<file path="src/rtl/core/cbl_ram.sv">
// cbl_ram: generic single-write, single-read memory with registered read
// no dependencies
`timescale 1ns / 1ps
module cbl_ram #(
  parameter int WIDTH = 8,
  parameter int DEPTH = 16,
  localparam int AW = (DEPTH > 1) ? $clog2(DEPTH) : 1
) (
  input  logic             clk,
  input  logic             we,
  input  logic [AW-1:0]    waddr,
  input  logic [WIDTH-1:0] wdata,
  input  logic [AW-1:0]    raddr,
  output logic [WIDTH-1:0] rdata
);

  logic [WIDTH-1:0] mem [DEPTH];

  // write port and registered read port
  always_ff @(posedge clk) begin
    if (we) begin
      mem[waddr] <= wdata;
    end
    rdata <= mem[raddr];
  end

endmodule

</file>
<file path="config.mk">
export PLATFORM = sky130hd
export DESIGN_NAME = cbl_ram
export DESIGN_NICKNAME = d
export VERILOG_FILES = /design/src/rtl/core/cbl_ram.sv
export SDC_FILE = /design/constraint.sdc
export NUM_CORES = 1
export LEC_CHECK = 0
export ABC_AREA = 1
export BUFFER_PORTS_ARGS = -buffer_cell sky130_fd_sc_hd__buf_4
export CORE_MARGIN = 2
export CORE_UTILIZATION = 40
export CTS_CLUSTER_DIAMETER = 100
export DETAILED_ROUTE_END_ITERATION = 7
export PLACE_DENSITY = 0.67
export SYNTH_ARGS = -nofsm -noshare
export SYNTH_HDL_FRONTEND = slang
export SYNTH_SLANG_ARGS = --single-unit
export TNS_END_PERCENT = 10
</file>
<file path="constraint.sdc">
create_clock -name clk -period 1.35 [get_ports clk]
set_input_delay 0.2025 -clock clk [delete_from_list [all_inputs] [get_ports clk]]
set_output_delay 0.2025 -clock clk [all_outputs]
set_load 0.01 [all_outputs]
</file>
==> metrics.csv <==
stage,metric,value,unit
synthesis,Synth area leaders,"edfxtp_1 (67%), nand2_1 (11%), nand3_1 (8.4%)",
floorplanning,core area,14000,sq um
synthesis,most frequent cell after synthesis,nand2_1,
synthesis,synth warn,0,
detailed_routing,Iter 0 DRT Violations,358,
critical_path,"Data required, critical path",1.15,ns
sta,Final Skew,0.00835,ns
detailed_routing,WL final,13.1,mm
sta,TNS Setup,0,ns
global_route,gr ovfl total,0,
synthesis,Post-Syn Area,5770,sq um
clocking,CTS max path bufs,2,
synthesis,Yosys top cell by area,edfxtp_1,
synthesis,Seq cells post-synth,136,
synthesis,largest family of logic cells by synthesized area,simple AND/OR/NAND/NOR gates,
sta,setup slack after layout,0.221,ns
floorplanning,die width,124,microns
sta,Final period util,0.836,
synthesis,Post-synth EDFFs,128,
finish,fin util,0.489,
critical_path,Crit path largest cell delay,0.37,ns
finish,n_diodes,0,
clocking,post-CTS sizing,0,
global_route,grt met1 use,0.234,
detailed_routing,routed via count,3864,
clocking,H-tree depth,4,
floorplanning,Initial Util,0.412,
clocking,clock latency on the worst-skew pair,0.42,ns
synthesis,Synth Area in Compound Gates,0,
synthesis,"Primary FF master, synth",edfxtp_1,
finish,Fill cells,1238,
sta,Fmax achieved,0.886,GHz
global_route,global routing's busiest layer,met2,
floorplanning,FP Rows,43,
sta,Max Transition Viols Final,0,
sta,Final Hold Viols,0,
finish,final cell count without fillers,794,
finish,area grow syn2layout,18.5,%
place,Detailed Place HPWL,8.37,mm
synthesis,Yosys top cell area share,0.667,
critical_path,"Buf+Inv Stages, Crit Path",1,
flow_run,max-cap viol count,0,
synthesis,area share of fa/ha/maj cells after synthesis,0,
global_route,largest net degree at the start of global routing,37,
clocking,setup bufs post-CTS,0,
synthesis,sequential fraction of the synthesis area,0.694,
critical_path,Worst EP arrival,0.93,ns
power_and_ir_drop,P per Cell Area,1420,nW/um^2
critical_path,Top delay family on crit path,flip-flops,
synthesis,Synth Net Count,569,
place,global placement routability congestion,0.850,
worst_hold_path,Worst Hold Class,input port to register,
synthesis,cell count after synthesis,551,
clocking,CTS tree,done,
critical_path,Startpoint Class,register,
global_route,number of global-route vias before repair,3774,
finish,share of layout cells above drive strength 1,0.140,
detailed_routing,Via density,4.87,
power_and_ir_drop,Lkg Pwr,2.98,nW
critical_path,slowest CP cell,dfxtp_1,
global_route,total track usage,0.183,
synthesis,share of synthesized registers carrying an async set or reset,0,
global_route,first-pass GRT wire length,20.2,mm
synthesis,"Distinct cells, synth",12,
clocking,clock-pin transition on the worst setup and hold timing paths,0.06,ns
detailed_routing,DR DRC count,0,
clocking,CTS buffer count,17,
synthesis,simple-gate portion of the synthesized area,0.210,
critical_path,Crit Path Category,register to output port,
sta,final critical-path required period,1.13,ns
detailed_routing,Antenna Nets Post-Route,0,
sta,hold slack,0.102,ns
floorplanning,Die Y,124,microns
synthesis,Synth top cells by count,"nand2_1 (173), edfxtp_1 (128), inv_1 (100), nand3_1 (97), nor2_1 (17)",
power_and_ir_drop,Peak VDD IR,0.787,mV
critical_path,crit-path cells,buf_4,
clocking,clock sinks,136,
synthesis,multiplexer share of the synthesized area,0,
place,Cells after DPL,762,
finish,final net count,619,
detailed_routing,wire length per cell,16.5,microns
critical_path,Crit. End Element,output port,
critical_path,Crit Path Max Fanout,1,
place,dpl ws,0.0329,ns
detailed_routing,first-pass detailed-route iteration total,5,
clocking,Root Driver,clkbuf_16,
sta,RSZ-0062 raised after global routing,false,
global_route,initial antenna violation count,0,
sta,setup violators final,0,
synthesis,XOR/XNOR Fraction of Synth Area,0,
sta,worst slew pin tran,0.390,ns
sta,slew margin rel.,0.740,
place,IO buf count,25,
outcome,outcome,"complete, no violations",
global_route,met2 usage,0.295,
floorplanning,die area,15400,sq um
clocking,hold_buf cts,0,
floorplanning,I/O pin cnt,26,
global_route,met3 Use GR,0.0444,
synthesis,synthesized area per cell,10.5,sq um
==> layout make-up <==
class,instances,area (sq um),share of cell area
inverter,102,383,0.0560
clock buffer,22,484,0.0708
clock inverter,10,75.1,0.0110
timing repair buffer,55,450,0.0659
tap,180,225,0.0329
multi-input combinational,289,1210,0.178
sequential,136,4000,0.586
==> power breakdown <==
group	leakage, nW	internal, W	total [W]	switching [W]
Combinational	1.48	0.000221	0.000641	0.000419
Sequential	1.22	0.00472	0.00475	0.0000299
Clock	0.280	0.00269	0.00431	0.00162
Total	2.98	0.00763	0.00970	0.00207
==> flip-flops by register name, indices dropped and copies added (netlist names) <==
signal	flops
rdata	8
mem	128
==> layer usage <==
| layer | up-vias | routed length [microns] |
|---|---|---|
| li1 | 1867 | - |
| met4 | 0 | 297 |
| met3 | 22 | 788 |
| met2 | 143 | 6360 |
| met5 | - | 0 |
| met1 | 1832 | 5630 |
==> through the flow <==
step,instance area (sq um),power (W)
detailed placement,6280,0.00548
global placement,6280,0.00546
finish,6840,0.00970
global route,6840,0.00997
CTS,6840,0.00978
floorplan,5770,0.00518
==> worst min-delay path: cells and delay by family <==
kind                   cells  cell delay, ns
buffers and inverters      1            0.15
and+or+nand+nor            2            0.14
==> kinds of logic (layout without fill, tap and decap cells) <==
family | after synthesis | count (layout)
AND/OR/NAND/NOR | 289 | 289
flip-flops | 136 | 136
buffers and inverters | 126 | 189
==> worst paths after layout <==
path | to | slack [ns] | startpoint | depth (start not counted)
max | rdata[3] | 0.22 | rdata[3]$_DFF_P_ | 1
min | rdata[2]$_DFF_P_ | 0.10 | raddr[3] | 3
max reg2reg | rdata[7]$_DFF_P_ | 0.34 | mem[10][7]$_DFFE_PP_ | 6
min reg2reg | rdata[2]$_DFF_P_ | 0.68 | mem[14][2]$_DFFE_PP_ | 6
==> cells in the final DEF (no fill, tap or decap) <==
cell type	count
nand3_1	97
clkinv_2	6
buf_4	52
clkinvlp_4	1
inv_1	100
clkinv_1	2
clkbuf_8	4
nor2_1	17
dfxtp_1	8
inv_2	2
edfxtp_1	128
nand3b_1	2
nand2_1	173
buf_12	3
bufinv_16	1
clkbuf_1	1
clkbuf_16	17
Power figures use the tool's default switching activity.
