<file path="src/rtl/core/cbl_pkg.sv">
// cbl_pkg: shared types and constants of the codebook background learner
// no dependencies
`timescale 1ns / 1ps
package cbl_pkg;

  // default sizing
  localparam int DEF_CHANNELS    = 3;
  localparam int DEF_MAX_ENTRIES = 8;
  localparam int DEF_PIXELS      = 1024;

  // field widths fixed by the interface
  localparam int IDX_W   = 10;
  localparam int VAL_W   = 8;
  localparam int TS_W    = 16;
  localparam int TOUCH_W = 3;
  localparam int USED_W  = 4;
  localparam int CFG_IW  = 2;

  localparam logic [VAL_W-1:0] PIX_TOP = 8'd255;
  localparam logic [VAL_W-1:0] BOUND_RST = 8'd10;

  // configuration register indexes
  typedef enum logic [CFG_IW-1:0] {
    CFG_BOUND0 = 2'd0,
    CFG_BOUND1 = 2'd1,
    CFG_BOUND2 = 2'd2
  } cfg_reg_e;

  // what one channel lane reports for one stored entry
  typedef struct packed {
    logic             in_win;
    logic [VAL_W-1:0] lo;
    logic [VAL_W-1:0] hi;
    logic [VAL_W-1:0] ll_next;
    logic [VAL_W-1:0] lh_next;
    logic [VAL_W-1:0] smin_next;
    logic [VAL_W-1:0] smax_next;
  } lane_res_t;

endpackage

</file>
<file path="src/rtl/core/cbl_lane.sv">
// cbl_lane: one channel lane, window test and entry update for one channel
// depends on cbl_pkg
`timescale 1ns / 1ps
module cbl_lane (
  input  logic [cbl_pkg::VAL_W-1:0] pix,
  input  logic [cbl_pkg::VAL_W-1:0] bound,
  input  logic [cbl_pkg::VAL_W-1:0] ll,
  input  logic [cbl_pkg::VAL_W-1:0] lh,
  input  logic [cbl_pkg::VAL_W-1:0] smin,
  input  logic [cbl_pkg::VAL_W-1:0] smax,
  output cbl_pkg::lane_res_t        res
);
  import cbl_pkg::*;

  logic [VAL_W:0]   sum;
  logic [VAL_W-1:0] hi;
  logic [VAL_W-1:0] lo;

  // learn targets pixel +/- bound, clamped to the pixel range
  assign sum = {1'b0, pix} + {1'b0, bound};
  assign hi  = sum[VAL_W] ? PIX_TOP : sum[VAL_W-1:0];
  assign lo  = (pix >= bound) ? (pix - bound) : '0;

  always_comb begin
    res.in_win    = (ll <= pix) && (pix <= lh);
    res.lo        = lo;
    res.hi        = hi;
    // learn window grows one step toward the targets
    res.lh_next   = (lh < hi) ? (lh + 8'd1) : lh;
    res.ll_next   = (ll > lo) ? (ll - 8'd1) : ll;
    // seen range widens, max checked first
    res.smax_next = (smax < pix) ? pix : smax;
    res.smin_next = (smax < pix) ? smin : ((smin > pix) ? pix : smin);
  end

endmodule

</file>
<file path="config.mk">
export PLATFORM = sky130hd
export DESIGN_NAME = cbl_lane
export DESIGN_NICKNAME = d
export VERILOG_FILES = /design/src/rtl/core/cbl_pkg.sv /design/src/rtl/core/cbl_lane.sv
export SDC_FILE = /design/constraint.sdc
export NUM_CORES = 1
export LEC_CHECK = 0
export BUFFER_PORTS_ARGS = -buffer_cell sky130_fd_sc_hd__buf_2
export CAP_MARGIN = 20
export CORE_ASPECT_RATIO = 1.2
export CORE_MARGIN = 2
export CORE_UTILIZATION = 44
export DETAILED_ROUTE_END_ITERATION = 8
export PLACE_DENSITY_LB_ADDON = 0.1
export SLEW_MARGIN = 20
export SYNTH_ARGS = -nofsm -noshare
export SYNTH_HDL_FRONTEND = slang
export SYNTH_SLANG_ARGS = --single-unit
</file>
<file path="constraint.sdc">
create_clock -name vclk -period 4.3
set_clock_uncertainty 0.1 [all_clocks]
set_input_delay 0.645 -clock vclk [all_inputs]
set_output_delay 0.645 -clock vclk [all_outputs]
set_load 0.05 [all_outputs]
</file>
==> results.md, run 1 <==
* Status: finished, violations left
* Failing checks: setup timing
* Count of max-cap constraint violations at 0
* Critical Path End Type: output pin
* Period minus WS final at 4405 ps
* Number of library cell types mapped by synthesis at 49
* Estimated wirelength of the detail-placed design at 6402 um
* Area leader, netlist: sky130_fd_sc_hd__ha_1
* Routed vias at 2,946
* Initial antenna violation count at 0
* Die boundary height at ~84 um
* Count of pins on the block boundary at 97
* Register cell area after layout at 0 um2
* Final RePlAce weighted congestion at ~0.82
* Number of placement rows at 29
* Area of the core region at between 0.005 and 0.006 mm2
* Hold Vio Cnt, Final at 0
* Synth Instances at 317
* Number of diodes at 0
* Class of the most critical setup path: in -> out
* Vias per cell at around 5.4
* Most common cell after layout, fill and taps aside: sky130_fd_sc_hd__buf_2
* Placed cell count at about 530
* Pwr Density at 224.9 mW/mm2
* Detailed router's first-iteration violation count at slightly below 80
* Detail Route Antenna Nets at 0
* Cell repeated most along the worst path: sky130_fd_sc_hd__ha_4
* Most used cells in the layout excluding fill and tap cells: sky130_fd_sc_hd__buf_2 (76), sky130_fd_sc_hd__buf_4 (67), sky130_fd_sc_hd__ha_1 (52), sky130_fd_sc_hd__inv_1 (31), sky130_fd_sc_hd__buf_6 (24)
* Largest net degree at the start of global routing at 17
* Actual slew at the worst max-slew pin at 597.6 ps
* Required time of the critical path at ~3600 ps
* Sequential fraction of the synthesis area at 0%
* Fraction of final layout cells sized beyond drive strength 1 at about 52%
* Top-area cell type share of the netlist area at about 34%
* Final Max Tran Viols at 0
* Arrival time reported for the critical path endpoint at 3660 ps
* Number of detailed-route iterations in the first pass at 4
* Class of the worst hold path: in -> out
* Max-slew headroom at 59.79%
* Synthesized area per cell at approximately 7.4 um2
* Congestion Overflow GR at 0
* RSZ-0062 raised after global routing: true
* First-pass GRT wire length at around 13,000 um
* Worst stage delay on the critical path at ~350 ps
* Pleak at between 2 and 2.5 nW
* Die Width at just over 70 um
* Final Net Count at a little under 600
* Count of port buffers added during placement at 97
* Final critical-path share of the clock period at 102.4%
* FFs & Latches at 0
* Crit-path slowest cell: sky130_fd_sc_hd__fa_2
* Layout overhead on the synthesized area at 81.18%
* Synthesis warning total at 0
* GRT Util Overall at a little over a quarter
* Vias in the first global route at just under 3,000
* Maximum net fanout on the critical path at 7
* Setup TNS at -670.8 ps
* Post-route setup slack at -105.1 ps
* Number of design rule violations left after detail routing at 0
* Effective utilization at floorplan at ~45%
* Cell chain of the critical path: buf_12 > inv_12 > ha_4 > fa_2 > nor2b_2 > o21ai_2 > a21oi_2 > o221a_2 > nor2_4 > or2_4 > ha_4 > a21oi_1 > o21ai_0 > o22a_4 > nand4b_1 > xnor2_4 > buf_6
* Maximum operating frequency at between 0.2 and 0.25 GHz
* Sort of element at the start of the critical path: input port
* Count of final setup violators at 12
* DIE AREA at 0.005904 mm2
* Cell area after synthesis at around 0.0023 mm2
* Clock buf count at 0
* Nets in the synthesized netlist at 431
* Routed Wire Length at ~8000 um
* Largest cells by area after synthesis: sky130_fd_sc_hd__ha_1 (34%), sky130_fd_sc_hd__xnor2_1 (9.0%), sky130_fd_sc_hd__o21ai_0 (6.0%)
* Hold WS at 1580 ps
* Routed wirelength normalized by instance count at between 10 and 15 um
* Non-filler cells in the finished layout at between 500 and 600
* Worst IR drop on VDD at a little over 0.2 mV
## what timing repair did
item / 4_1_cts / 5_1_grt
setup endpoints to repair: 16 / 16
hold buffers: 0 / 0
gates resized for setup: 71 / 25
pin swaps: 42 / 19
endpoints found under the hold margin: 0 / 0
gates cloned: 0 / 0
setup buffers: 12 / 7
## cells in the mapped netlist, types with 2 or more instances
master and number:
sky130_fd_sc_hd__ha_1 64, sky130_fd_sc_hd__inv_1 35, sky130_fd_sc_hd__o21ai_0 28, sky130_fd_sc_hd__xnor2_1 24, sky130_fd_sc_hd__nand2_1 19, sky130_fd_sc_hd__nor2_1 18
sky130_fd_sc_hd__a21oi_1 16, sky130_fd_sc_hd__nor2b_1 12, sky130_fd_sc_hd__nand4_1 10, sky130_fd_sc_hd__and3_1 8, sky130_fd_sc_hd__and2_1 7, sky130_fd_sc_hd__nand2b_1 7
sky130_fd_sc_hd__nand3_1 5, sky130_fd_sc_hd__a211oi_1 4, sky130_fd_sc_hd__inv_2 4, sky130_fd_sc_hd__mux2_2 4, sky130_fd_sc_hd__a21o_1 3, sky130_fd_sc_hd__buf_2 3
sky130_fd_sc_hd__clkbuf_1 3, sky130_fd_sc_hd__mux2_1 3, sky130_fd_sc_hd__nor3_1 3, sky130_fd_sc_hd__a31oi_1 2, sky130_fd_sc_hd__fa_1 2, sky130_fd_sc_hd__mux2i_1 2
sky130_fd_sc_hd__nand4b_1 2, sky130_fd_sc_hd__o21a_1 2, sky130_fd_sc_hd__o21ai_1 2, sky130_fd_sc_hd__o22a_1 2, sky130_fd_sc_hd__or2_2 2, sky130_fd_sc_hd__xor2_1 2
## where the power goes
part	switching [mW]	internal (mW)
Sequential	0	0
Clock	0	0
Combinational	0.545	0.406
Total	0.545	0.406
## cell type report
class	count	area [um2]
fillers	340	960.9
well taps	62	77.57
inverters	39	163.9
repair buffers	170	1204
multi-input cells	271	2783
## path summary, 6_finish.rpt
| check | startpoint | to | slack [ps] | depth (start not counted) |
|---|---|---|---|---|
| worst max-delay path | pix[0] | res[29] | -110 | 17 |
| worst min-delay path | ll[6] | res[30] | 1580 | 3 |
## kinds of logic (layout without fill, tap and decap cells)
logic type / count (synthesis) / in the layout / synth area share [%]
XOR/XNOR: 26 / 26 / 9.759
multiplexers: 9 / 9 / 4.236
buffers and inverters: 46 / 209 / 7.882
AND/OR/NAND/NOR: 98 / 98 / 22.73
AO/OA/AOI/OAI: 72 / 72 / 19.36
adder cells (fa/ha/maj): 66 / 66 / 36.03
## through the flow
step | worst slack, ps | util, % | area (um2) | power [mW]
after floorplan | -146.9 | - | 2845 | 0.5771
after global placement | -344.9 | 72.32 | 3752 | 0.8049
after detailed placement | -456.6 | 72.32 | 3752 | 0.8181
after CTS | -119.3 | 78.66 | 4081 | 0.9016
after global routing | -268.1 | 81.48 | 4228 | 1.018
final | -105.1 | 81.48 | 4228 | 0.9509
## layer usage
metal,vias to the layer above,GRT usage (%),share of wire [%]
met3,26,0.9662,4.3
met5,-,0,0
met1,1354,28.17,36
met4,0,9.965,4.7
li1,1458,-,-
met2,108,53.09,55
## worst max-delay path: cells and delay by family
kind / cells / cell delay, ps
AOI/OAI and AO/OA: 6 / 1040
buffers and inverters: 3 / 310
xor gates and xnor gates: 1 / 230
and+or+nand+nor: 4 / 650
adders and majority gates: 3 / 770
Note: power is estimated with default switching activity, not from simulation.
==> run 2: changes to the inputs <==
--- a/config.mk
+++ b/config.mk
@@ -8,10 +8,11 @@
 export BUFFER_PORTS_ARGS = -buffer_cell sky130_fd_sc_hd__buf_2
 export CAP_MARGIN = 20
 export CORE_ASPECT_RATIO = 1.2
-export CORE_MARGIN = 2
+export CORE_MARGIN = 4
 export CORE_UTILIZATION = 44
 export DETAILED_ROUTE_END_ITERATION = 8
 export PLACE_DENSITY_LB_ADDON = 0.1
+export SETUP_SLACK_MARGIN = 0.02
 export SLEW_MARGIN = 20
 export SYNTH_ARGS = -nofsm -noshare
 export SYNTH_HDL_FRONTEND = slang
==> results.md, run 2 (synthesis gave the netlist of run 1 again) <==
* Status: finished, violations left (unchanged)
* Failing checks: setup timing (unchanged)
* Max-slew headroom at 59.75% (was 59.79%)
* Combined buffer and inverter count along the critical path at 5 (was 3)
* FFs & Latches at 0 (unchanged)
* Congestion Overflow GR at 0 (unchanged)
* Count of port buffers added during placement at 97 (unchanged)
* Busiest layer in global routing: met2 (unchanged)
* Final Net Count at 605 (was 596)
* Worst IR drop on VDD at 0.2192 mV (was 0.2057 mV)
* Cell chain of the critical path: buf_6 > inv_4 > ha_4 > buf_4 > nor2b_4 > o21a_1 > o21ai_2 > buf_4 > a21oi_1 > xnor2_1 > or2_4 > ha_4 > nand4_1 > a21oi_2 > o22a_2 > nand4b_1 > xnor2_4 > buf_6 (was buf_12 > inv_12 > ha_4 > fa_2 > nor2b_2 > o21ai_2 > a21oi_2 > o221a_2 > nor2_4 > or2_4 > ha_4 > a21oi_1 > o21ai_0 > o22a_4 > nand4b_1 > xnor2_4 > buf_6)
* Vias per cell at 5.566 (was 5.435)
* Detailed router's first-iteration violation count at 98 (was 77)
* Final critical-path share of the clock period at 104.7% (was 102.4%)
* Final instance area at 0.004353 mm2 (was 0.004228 mm2)
* Clock buf count at 0 (unchanged)
* Hold Path End: res[31] (was res[30])
* Hold Vio Cnt, Final at 0 (unchanged)
* Area of the core region at 0.005045 mm2 (was 0.005189 mm2)
* Routed Wire Length at 8909 um (was 8026 um)
* Worst stage delay on the critical path at 280 ps (was 350 ps)
* Routed vias at 3,056 (was 2,946)
* Pwr Density at 233.9 mW/mm2 (was 224.9 mW/mm2)
* Routed wirelength normalized by instance count at 16.23 um (was 14.81 um)
* Post-route setup slack at -202.4 ps (was -105.1 ps)
* Total chip power at 1.018 mW (was 0.9509 mW)
* Count of max-cap constraint violations at 0 (unchanged)
* First-pass GRT wire length at 13,910 um (was 13,010 um)
* Crit path launch: bound[1] (was pix[0])
* Class of the most critical setup path: in -> out (unchanged)
* RSZ-0062 raised after global routing: true (unchanged)
* Largest net degree at the start of global routing at 16 (was 17)
* Critical Path End Type: output pin (unchanged)
* Met1 global-route usage at 27.63% (was 28.17%)
* GRT Util Overall at 26.13% (was 26.46%)
* Cell area after placement at 0.003795 mm2 (was 0.003752 mm2)
* Final RePlAce weighted congestion at 0.8507 (was 0.8184)
* Number of design rule violations left after detail routing at 0 (unchanged)
* Layout overhead on the synthesized area at 86.54% (was 81.18%)
* Setup Slack @ Placement at -488.6 ps (was -456.6 ps)
* Register cell area after layout at 0 um2 (unchanged)
* Pleak at 2.172 nW (was 2.099 nW)
* Die Width at 74.48 um (was 70.48 um)
* Hold Path Stages at 3 (unchanged)
* Arrival time reported for the critical path endpoint at 3760 ps (was 3660 ps)
* Number of placement rows at 28 (was 29)
* Class of the worst hold path: in -> out (unchanged)
* Crit-path slowest cell: sky130_fd_sc_hd__or2_4 (was sky130_fd_sc_hd__fa_2)
* Most common cell after layout, fill and taps aside: sky130_fd_sc_hd__buf_2 (unchanged)
* Maximum operating frequency at 0.2221 GHz (was 0.2270 GHz)
* Cell type group with the largest total delay on the critical path: compound AO/OA/AOI/OAI gates (unchanged)
* Number of detailed-route iterations in the first pass at 4 (unchanged)
* Estimated wirelength of the detail-placed design at 6644 um (was 6402 um)
* Count of pins on the block boundary at 97 (unchanged)
* Number of diodes at 0 (unchanged)
* Die boundary height at 87.78 um (was 83.78 um)
* DIE AREA at 0.006537 mm2 (was 0.005904 mm2)
* Detail Route Antenna Nets at 0 (unchanged)
* Hold Crit Start: ll[7] (was ll[6])
* Required time of the critical path at 3560 ps (about the same)
* Period minus WS final at 4502 ps (was 4405 ps)
* M3 GR Usage at 1.378% (was 0.9662%)
* Most used cells in the layout excluding fill and tap cells: sky130_fd_sc_hd__buf_2 (76), sky130_fd_sc_hd__buf_4 (73), sky130_fd_sc_hd__ha_1 (50), sky130_fd_sc_hd__inv_1 (31), sky130_fd_sc_hd__buf_6 (26) (was sky130_fd_sc_hd__buf_2 (76), sky130_fd_sc_hd__buf_4 (67), sky130_fd_sc_hd__ha_1 (52), sky130_fd_sc_hd__inv_1 (31), sky130_fd_sc_hd__buf_6 (24))
* Sort of element at the start of the critical path: input port (unchanged)
* Final Max Tran Viols at 0 (unchanged)
* Count of final setup violators at 16 (was 12)
* Actual slew at the worst max-slew pin at 598.3 ps (was 597.6 ps)
* Initial antenna violation count at 0 (unchanged)
* Effective utilization at floorplan at 46.25% (was 44.97%)
* Met2 Resource Use GR at 53.08% (was 53.09%)
* Final core utilization at 86.28% (was 81.48%)
* Vias in the first global route at 3,160 (was 2,938)
* Fraction of final layout cells sized beyond drive strength 1 at 54.60% (was 52.29%)
* Maximum net fanout on the critical path at 5 (was 7)
run 2: power breakdown:
part / internal (mW) / switching (mW) / leakage (nW)
registers: 0 / 0 / 0
logic: 0.448 / 0.570 / 2.17
clock network: 0 / 0 / 0
total: 0.448 / 0.570 / 2.17
run 2: worst max path at each step:
stage / cells after the start / slack, ps / to
after global routing: 17 / -390 / res[21]
after CTS: 16 / -130 / res[21]
final: 18 / -200 / res[29]
after global placement: 16 / -350 / res[22]
after detailed placement: 18 / -490 / res[29]
after floorplan: 15 / -150 / res[21]
run 2: layer usage:
layer,up-vias,routed length [um],part of all wire (%)
li1,1484,-,-
met1,1439,3280,37
met2,105,4941,55
met3,28,351,3.9
met4,0,336,3.8
met5,-,0,0
run 2: what timing repair did:
action                     4_1_cts  5_1_grt
setup endpoints to repair       16       17
pin swaps                       43       24
cloned                           1        0
setup buffers                   13       10
gates resized for setup         71       30
hold buffers                     0        0
run 2: layout make-up:
type | count | area [um2]
timing repair buffer | 178 | 1276
tap | 60 | 75.07
inverter | 39 | 163.9
multi-input combinational | 272 | 2838
fill | 291 | 691.9
run 2: metrics by stage:
| step | setup TNS (ps) | instances | hold WS (ps) |
|---|---|---|---|
| after global placement | -4772 | 526 | 1599 |
| after CTS | -833.4 | 539 | 1576 |
| final | -2512 | 549 | 1590 |
| after floorplan | -709.8 | 317 | 1307 |
| after global routing | -5106 | 549 | 1593 |
| after detailed placement | -5692 | 526 | 1605 |
run 2: tightest hold or removal path: cells and delay by family:
family / cells / cell delay, ps
buffers and inverters: 2 / 310
XOR/XNOR: 1 / 80
